**config.mk**
```make
export PLATFORM = sky130hd
export DESIGN_NAME = rational_normalizer
export DESIGN_NICKNAME = d
export VERILOG_FILES = /design/src/design/rn_pkg.sv /design/src/design/rational_normalizer.sv
export SDC_FILE = /design/constraint.sdc
export NUM_CORES = 1
export LEC_CHECK = 0
export ABC_AREA = 1
export ABC_CLOCK_PERIOD_IN_PS = 7100
export BUFFER_PORTS_ARGS = -buffer_cell sky130_fd_sc_hd__buf_2
export CORE_ASPECT_RATIO = 0.8
export CORE_MARGIN = 8
export CORE_UTILIZATION = 60
export DETAILED_ROUTE_END_ITERATION = 6
export PLACE_DENSITY = 0.8
export SETUP_SLACK_MARGIN = 0.02
export SYNTH_ARGS = -nofsm -noshare
export SYNTH_HDL_FRONTEND = slang
export SYNTH_SLANG_ARGS = --single-unit
```
**constraint.sdc**
```tcl
create_clock -name clock -period 7.1 [get_ports clock]
set_clock_uncertainty 0.1 [all_clocks]
set_input_delay 1.065 -clock clock [delete_from_list [all_inputs] [get_ports clock]]
set_output_delay 1.065 -clock clock [all_outputs]
set_load 0.005 [all_outputs]
```
**src/design/rn_pkg.sv**
```systemverilog
package rn_pkg;

   // field widths
   localparam int NUM_W = 32;
   localparam int MAG_W = 31;
   localparam int STS_W = 2;
   localparam int REQ_DATA_W = 64;
   localparam int RSP_DATA_W = 72;

   // divider step counter
   localparam int CNT_W = $clog2(MAG_W);
   localparam logic [CNT_W-1:0] DIV_LAST = CNT_W'(MAG_W - 1);

   // status codes
   localparam logic [STS_W-1:0] STS_OK       = 2'd0;
   localparam logic [STS_W-1:0] STS_DIV_ZERO = 2'd1;
   localparam logic [STS_W-1:0] STS_OVERFLOW = 2'd2;

   // sequencer states
   localparam logic [2:0] ST_IDLE = 3'd0;
   localparam logic [2:0] ST_GCD  = 3'd1;
   localparam logic [2:0] ST_DIVN = 3'd2;
   localparam logic [2:0] ST_DIVD = 3'd3;
   localparam logic [2:0] ST_FIN  = 3'd4;

   localparam logic [NUM_W-1:0] MOST_NEG = 32'h8000_0000;

endpackage

```
**src/design/rational_normalizer.sv**
```systemverilog
// channel | direction | handshake            | payload
// req     | in        | req_tvalid/req_tready | tdata: num_in[31:0], den_in[63:32]
// rsp     | out       | rsp_tvalid/rsp_tready | tdata: num_out[31:0], den_out[62:32],
//         |           |                       |        status[64:63], zero[71:65]
//
// one shared restoring divider (one quotient bit per cycle)
// does every Euclid remainder step and then the two final divisions.
// zero numerator and error cases skip the divider and go straight to the final state.
// reset is synchronous and clears the sequencer and the output valid.
// the result sits in an output register, so the next item is taken while
// a result waits; a new result stalls in its final state until the register frees.
module rational_normalizer
   import rn_pkg::*;
(
   input  logic                  clock,
   input  logic                  reset,
   input  logic                  req_tvalid,
   output logic                  req_tready,
   input  logic [REQ_DATA_W-1:0] req_tdata,   // num_in[31:0], den_in[63:32]
   output logic                  rsp_tvalid,
   input  logic                  rsp_tready,
   output logic [RSP_DATA_W-1:0] rsp_tdata    // num_out, den_out, status, zero pad
);

   logic [2:0]       state_ff, state_in;
   logic             rsp_valid_ff, rsp_valid_in;
   logic [NUM_W-1:0] out_num_ff, out_num_in;
   logic [MAG_W-1:0] out_den_ff, out_den_in;
   logic [STS_W-1:0] out_sts_ff, out_sts_in;

   logic [MAG_W-1:0] nmag_ff, nmag_in;
   logic [MAG_W-1:0] dmag_ff, dmag_in;
   logic             neg_ff, neg_in;
   logic [MAG_W-1:0] a_ff, a_in;          // divisor, ends up as the gcd
   logic [MAG_W-1:0] qn_ff, qn_in;        // reduced numerator magnitude
   logic [MAG_W-1:0] div_rem_ff, div_rem_in;
   logic [MAG_W-1:0] div_quo_ff, div_quo_in;
   logic [CNT_W-1:0] cnt_ff, cnt_in;
   logic [NUM_W-1:0] res_num_ff, res_num_in;
   logic [MAG_W-1:0] res_den_ff, res_den_in;
   logic [STS_W-1:0] res_sts_ff, res_sts_in;

   logic [NUM_W-1:0] req_num, req_den, req_nabs, req_dabs;
   logic [MAG_W:0]   rem_sh;
   logic [MAG_W+1:0] diff;
   logic             ge, div_last, req_fire;
   logic [MAG_W-1:0] rem_nx, quo_nx;

   assign req_num    = req_tdata[31:0];
   assign req_den    = req_tdata[63:32];
   assign req_tready = (state_ff == ST_IDLE);
   assign req_fire   = req_tvalid && req_tready;
   assign req_nabs   = req_num[NUM_W-1] ? (32'd0 - req_num) : req_num;
   assign req_dabs   = req_den[NUM_W-1] ? (32'd0 - req_den) : req_den;

   // shared divider step: shift in the next dividend bit, trial subtract
   assign rem_sh   = {div_rem_ff, div_quo_ff[MAG_W-1]};
   assign diff     = {1'b0, rem_sh} - {2'b00, a_ff};
   assign ge       = !diff[MAG_W+1];
   assign rem_nx   = ge ? diff[MAG_W-1:0] : rem_sh[MAG_W-1:0];
   assign quo_nx   = {div_quo_ff[MAG_W-2:0], ge};
   assign div_last = (cnt_ff == DIV_LAST);

   // sequencer
   always_comb begin
      state_in     = state_ff;
      rsp_valid_in = rsp_valid_ff && !rsp_tready;
      out_num_in   = out_num_ff;
      out_den_in   = out_den_ff;
      out_sts_in   = out_sts_ff;
      nmag_in      = nmag_ff;
      dmag_in      = dmag_ff;
      neg_in       = neg_ff;
      a_in         = a_ff;
      qn_in        = qn_ff;
      div_rem_in   = rem_nx;
      div_quo_in   = quo_nx;
      cnt_in       = cnt_ff + 1'b1;
      res_num_in   = res_num_ff;
      res_den_in   = res_den_ff;
      res_sts_in   = res_sts_ff;
      case (state_ff)
         ST_IDLE: begin
            cnt_in     = '0;
            div_rem_in = '0;
            div_quo_in = req_dabs[MAG_W-1:0];
            if (req_fire) begin
               nmag_in    = req_nabs[MAG_W-1:0];
               dmag_in    = req_dabs[MAG_W-1:0];
               a_in       = req_nabs[MAG_W-1:0];
               neg_in     = req_num[NUM_W-1] ^ req_den[NUM_W-1];
               res_num_in = '0;
               res_den_in = MAG_W'(1);
               res_sts_in = STS_OK;
               state_in   = ST_FIN;
               if (req_num == '0) begin
                  res_sts_in = STS_OK;
               end else if (req_num == MOST_NEG || req_den == MOST_NEG) begin
                  res_sts_in = STS_OVERFLOW;
               end else if (req_den == '0) begin
                  res_sts_in = STS_DIV_ZERO;
               end else begin
                  state_in = ST_GCD;
               end
            end
         end
         // euclid: remainder of dividend by a, until it is zero
         ST_GCD: begin
            if (div_last) begin
               cnt_in     = '0;
               div_rem_in = '0;
               if (rem_nx == '0) begin
                  div_quo_in = nmag_ff;
                  state_in   = ST_DIVN;
               end else begin
                  div_quo_in = a_ff;
                  a_in       = rem_nx;
               end
            end
         end
         // numerator magnitude over gcd
         ST_DIVN: begin
            if (div_last) begin
               cnt_in     = '0;
               div_rem_in = '0;
               div_quo_in = dmag_ff;
               qn_in      = quo_nx;
               state_in   = ST_DIVD;
            end
         end
         // denominator over gcd, then apply the sign
         ST_DIVD: begin
            if (div_last) begin
               res_num_in = neg_ff ? (32'd0 - {1'b0, qn_ff}) : {1'b0, qn_ff};
               res_den_in = quo_nx;
               res_sts_in = STS_OK;
               state_in   = ST_FIN;
            end
         end
         // hand the result to the output register once it is free
         ST_FIN: begin
            if (!rsp_valid_ff || rsp_tready) begin
               rsp_valid_in = 1'b1;
               out_num_in   = res_num_ff;
               out_den_in   = res_den_ff;
               out_sts_in   = res_sts_ff;
               state_in     = ST_IDLE;
            end
         end
         default: begin
            state_in = ST_IDLE;
         end
      endcase
   end

   // control registers
   always_ff @(posedge clock) begin
      if (reset) begin
         state_ff     <= ST_IDLE;
         rsp_valid_ff <= 1'b0;
      end else begin
         state_ff     <= state_in;
         rsp_valid_ff <= rsp_valid_in;
      end
   end

   // datapath registers
   always_ff @(posedge clock) begin
      out_num_ff <= out_num_in;
      out_den_ff <= out_den_in;
      out_sts_ff <= out_sts_in;
      nmag_ff    <= nmag_in;
      dmag_ff    <= dmag_in;
      neg_ff     <= neg_in;
      a_ff       <= a_in;
      qn_ff      <= qn_in;
      div_rem_ff <= div_rem_in;
      div_quo_ff <= div_quo_in;
      cnt_ff     <= cnt_in;
      res_num_ff <= res_num_in;
      res_den_ff <= res_den_in;
      res_sts_ff <= res_sts_in;
   end

   assign rsp_tvalid = rsp_valid_ff;
   assign rsp_tdata  = {7'd0, out_sts_ff, out_den_ff, out_num_ff};

   // error results are always 0/1
   a_err_zero: assert property (@(posedge clock) disable iff (reset)
      rsp_tvalid && out_sts_ff != STS_OK |-> out_num_ff == '0 && out_den_ff == MAG_W'(1))
      else $error("error result is not 0/1");

   // denominator is never zero on the output
   a_den_nz: assert property (@(posedge clock) disable iff (reset)
      rsp_tvalid |-> out_den_ff != '0)
      else $error("zero denominator on output");

   // an accepted item makes the block busy
   a_busy: assert property (@(posedge clock) disable iff (reset)
      req_fire |=> state_ff != ST_IDLE)
      else $error("sequencer idle after accept");

   // divider divisor is never zero while it runs
   a_div_nz: assert property (@(posedge clock) disable iff (reset)
      state_ff == ST_GCD || state_ff == ST_DIVN || state_ff == ST_DIVD |-> a_ff != '0)
      else $error("divider running with zero divisor");

   // a waiting result is not overwritten
   a_hold: assert property (@(posedge clock) disable iff (reset)
      rsp_tvalid && !rsp_tready |=> rsp_tvalid && $stable(rsp_tdata))
      else $error("pending result lost");

endmodule

```
==> summary.log <==
[global_routing] number of antenna violations at the first check in global routing 0
[floorplanning] Boundary Pins 142
[pwr] Max rail drop VDD 0.276 mV
[clock_network] Setup Buffers After CTS 0
[timing] Max Clock Freq 202 MHz
[placed_design] sum of net half-perimeters after detailed placement 38.0 mm
[drt] average wire per standard cell 18.4 um
[yosys] count of mapped cells out of synthesis 2184
[clock_network] count of instances resized after the clock tree is built 0
[floorplanning] core area 0.0293 mm2
[cells_and_area] Antenna Diode Count 0
[setup_path] highest cell delay on the worst timing path 600 ps
[drt] total wire length after detailed routing 49.7 mm
[setup_path] Most common cell on crit path sky130_fd_sc_hd__nand2_1
[clock_network] clock latency on the worst-skew pair 560 ps
[setup_path] startpoint-to-endpoint class of the critical path register to register
[yosys] async set-or-reset flop fraction in the synthesized netlist 0%
[floorplanning] die boundary height 170 um
[yosys] post-synthesis sequential area ratio 50.8%
[placed_design] final weighted congestion of routability-driven global placement 0.974
[global_routing] overflow left after global routing 0
[yosys] syn avg cell area 8.18 um2
[global_routing] overall fraction of global-route tracks in use 27.3%
[clock_network] maximum buffer depth of the clock tree 3
[placed_design] Port Buf Inserts 134
[setup_path] type of destination of the critical path register
[timing] Max-slew headroom 23.4%
[clock_network] number of buffers inserted during clock tree synthesis 30
[status] run status complete, no violations
[timing] time the worst path needs with I/O delays and setup 4950 ps
[cells_and_area] layout cell share with drive strength beyond 1 11.0%
[clock_network] TritonCTS clock tree built
[clock_network] root buf cell sky130_fd_sc_hd__clkbuf_16
[setup_path] maximum fanout encountered on the critical timing path 55
[timing] share of the clock period used by the worst path after layout 69.8%
[clock_network] number of sinks driven by the clock tree 326
[cells_and_area] area overhead of the layout relative to synthesis 11.0%
[drt] initial detailed-routing violation count 1714
[job] Maximum Capacitance Violations 0
[floorplanning] DIE AREA 0.0356 mm2
[clock_network] clock slew seen by the registers of the worst setup and hold paths 70 ps
[drt] Pre-antenna DRT Iters 6
[drt] number of remaining DRC errors 0
[clock_network] post-cts hold buffer count 0
[cells_and_area] nets 2401
[drt] via count normalized by instance count 5.60
[timing] summed negative setup slack over all endpoints 0 ps
[setup_path] arrival time worst endpoint 5120 ps
[yosys] Yosys cell types 52
[yosys] Netlist Area Pre-Place 0.0179 mm2
[global_routing] vias in the first global route 14200
[timing] number of pins with negative max-slew slack in the final report 0
[pwr] leakage power 0.00895 uW
[drt] number of antenna-violating nets in the routed design 0
[timing] final number of setup-violating endpoints 0
[setup_path] cell-by-cell listing of the critical path inv_1 -> ha_1 -> fa_1 -> inv_1 -> nand2_1 -> nand2_1 -> nand3_1 -> nand2_2 -> nand2_2 -> nand2_2 -> nand2_4 -> nand2_8 -> nand2_1 -> nand2_1 -> nand2_1 -> nor2_1 -> nand2_1 -> nor2_4 -> nand3_4 -> nand2_1 -> a221oi_4 -> buf_4
[timing] actual transition at the worst max-transition pin 1150 ps
[setup_path] Critical Path RT 7260 ps
[setup_path] crit start category register
[timing] final count of hold timing violations 0
[floorplanning] effective utilization at floorplan 61.0%
[yosys] number of warning messages in the yosys log 0
[setup_path] critical-path cell with the highest stage delay sky130_fd_sc_hd__nor2_4
[yosys] top flip-flop cell by instance count after synthesis sky130_fd_sc_hd__edfxtp_1
[placed_design] instance area after placement 0.0188 mm2
[cells_and_area] post-route cell area 0.0198 mm2
[pwr] PD cells 467 mW/mm2
[yosys] number of enable flip-flop cells after synthesis 255
[floorplanning] width of the die 209 um
[hold_path] Tightest Hold Check Type register to register
[drt] via count 15100
[floorplanning] Rows 56
[cells_and_area] most common cell after layout, fill and taps aside sky130_fd_sc_hd__nand2_1
[timing] RSZ-0062 raised after global routing no
[clock_network] H-Tree Depth 1
[cells_and_area] most frequent cells in the layout 588 x sky130_fd_sc_hd__nand2_1, 331 x sky130_fd_sc_hd__inv_1, 255 x sky130_fd_sc_hd__edfxtp_1, 247 x sky130_fd_sc_hd__nor2_1, 134 x sky130_fd_sc_hd__buf_2
[yosys] total of flip-flops plus latches after synthesis 326
[global_routing] global-route wire length before repair 77.2 mm
[global_routing] maximum number of pins on one net before global-route repair 66
## logic make-up (layout without fill, tap and decap cells)
kind of cell	Yosys count	after routing	synth area share, %
other cells	1	7	0.0210
fa+ha+maj	37	37	2.63
compound gates	246	246	8.08
xor+xnor	69	69	3.38
buf+inv	419	549	9.41
flops	326	326	50.8
simple gates	1086	1086	25.6
## per-stage QoR
stage / power, uW / worst slack [ps] / std cells / hold slack, ps / util (%)
finish: 9260 / 2150 / 2697 / 315 / 67.7
floorplan: 6370 / 1700 / 2190 / 300 / -
CTS: 9190 / 2250 / 2697 / 308 / 67.7
global route: 9900 / 1780 / 2697 / 324 / 67.7
detailed placement: 7560 / 2290 / 2641 / 305 / 64.2
global placement: 7470 / 2410 / 2641 / 302 / 64.2
## where the power goes
group / leakage [uW] / switching, uW / internal (uW)
Clock: 0.000483 / 714 / 902
Sequential: 0.00299 / 314 / 2810
Combinational: 0.00548 / 3160 / 1360
## cell type report
type	count	area, um2
well taps	377	472
repair buffers	148	776
fillers	2425	9460
clock buffers	36	856
multi-input cells	1445	7190
flip-flops and latches	326	9080
inverters	345	1290
clock inverters	20	159
## layer usage
metal / global-route usage (%) / wire (um) / vias up
li1: - / - / 7290
met1: 41.2 / 22200 / 6964
met2: 40.6 / 20800 / 774
met3: 5.04 / 5660 / 67
met4: 6.09 / 1050 / 0
met5: 0 / 0 / -
## Yosys cell counts (all sizes together) (20+ instances only)
library cell,count,area [um2]
nor3,30,155
inv,339,1270
o21ai,80,400
a211oi,20,150
nand2,601,2310
xnor2,23,201
nor2,260,1020
xor2,46,403
dfxtp,71,1420
ha,36,450
clkbuf,45,169
a21oi,113,629
nand3,127,648
edfxtp,255,7660
buf,29,216
nand3b,20,150
## registers in the layout (all words and copies together) (netlist names)
| signal | count |
|---|---|
| nmag_ff | 31 |
| qn_ff | 31 |
| neg_ff | 1 |
| res_num_ff | 32 |
| state_ff | 3 |
| div_rem_ff | 31 |
| res_den_ff | 31 |
| div_quo_ff | 31 |
| a_ff | 31 |
| out_den_ff | 31 |
| res_sts_ff | 2 |
| rsp_tvalid | 1 |
| out_num_ff | 32 |
| cnt_ff | 5 |
| dmag_ff | 31 |
| out_sts_ff | 2 |
## final timing paths
check	start	to	slack, ps	cells after the start
max reg2reg	div_quo_ff[30]	a_ff[4]	2150	22
min	res_den_ff[27]	out_den_ff[27]	310	0
max	div_quo_ff[30]	a_ff[4]	2150	22
min reg2reg	res_den_ff[27]	out_den_ff[27]	310	0
## worst max-delay path, delay by kind of cell, from the launching register on
kind / cells / cell delay, ps
AOI/OAI and AO/OA: 1 / 80
and+or+nand+nor: 16 / 2910
buffers and inverters: 3 / 480
adders and majority gates: 2 / 610
DFF: 1 / 430
No activity file was read; power rests on OpenSTA's default activity.
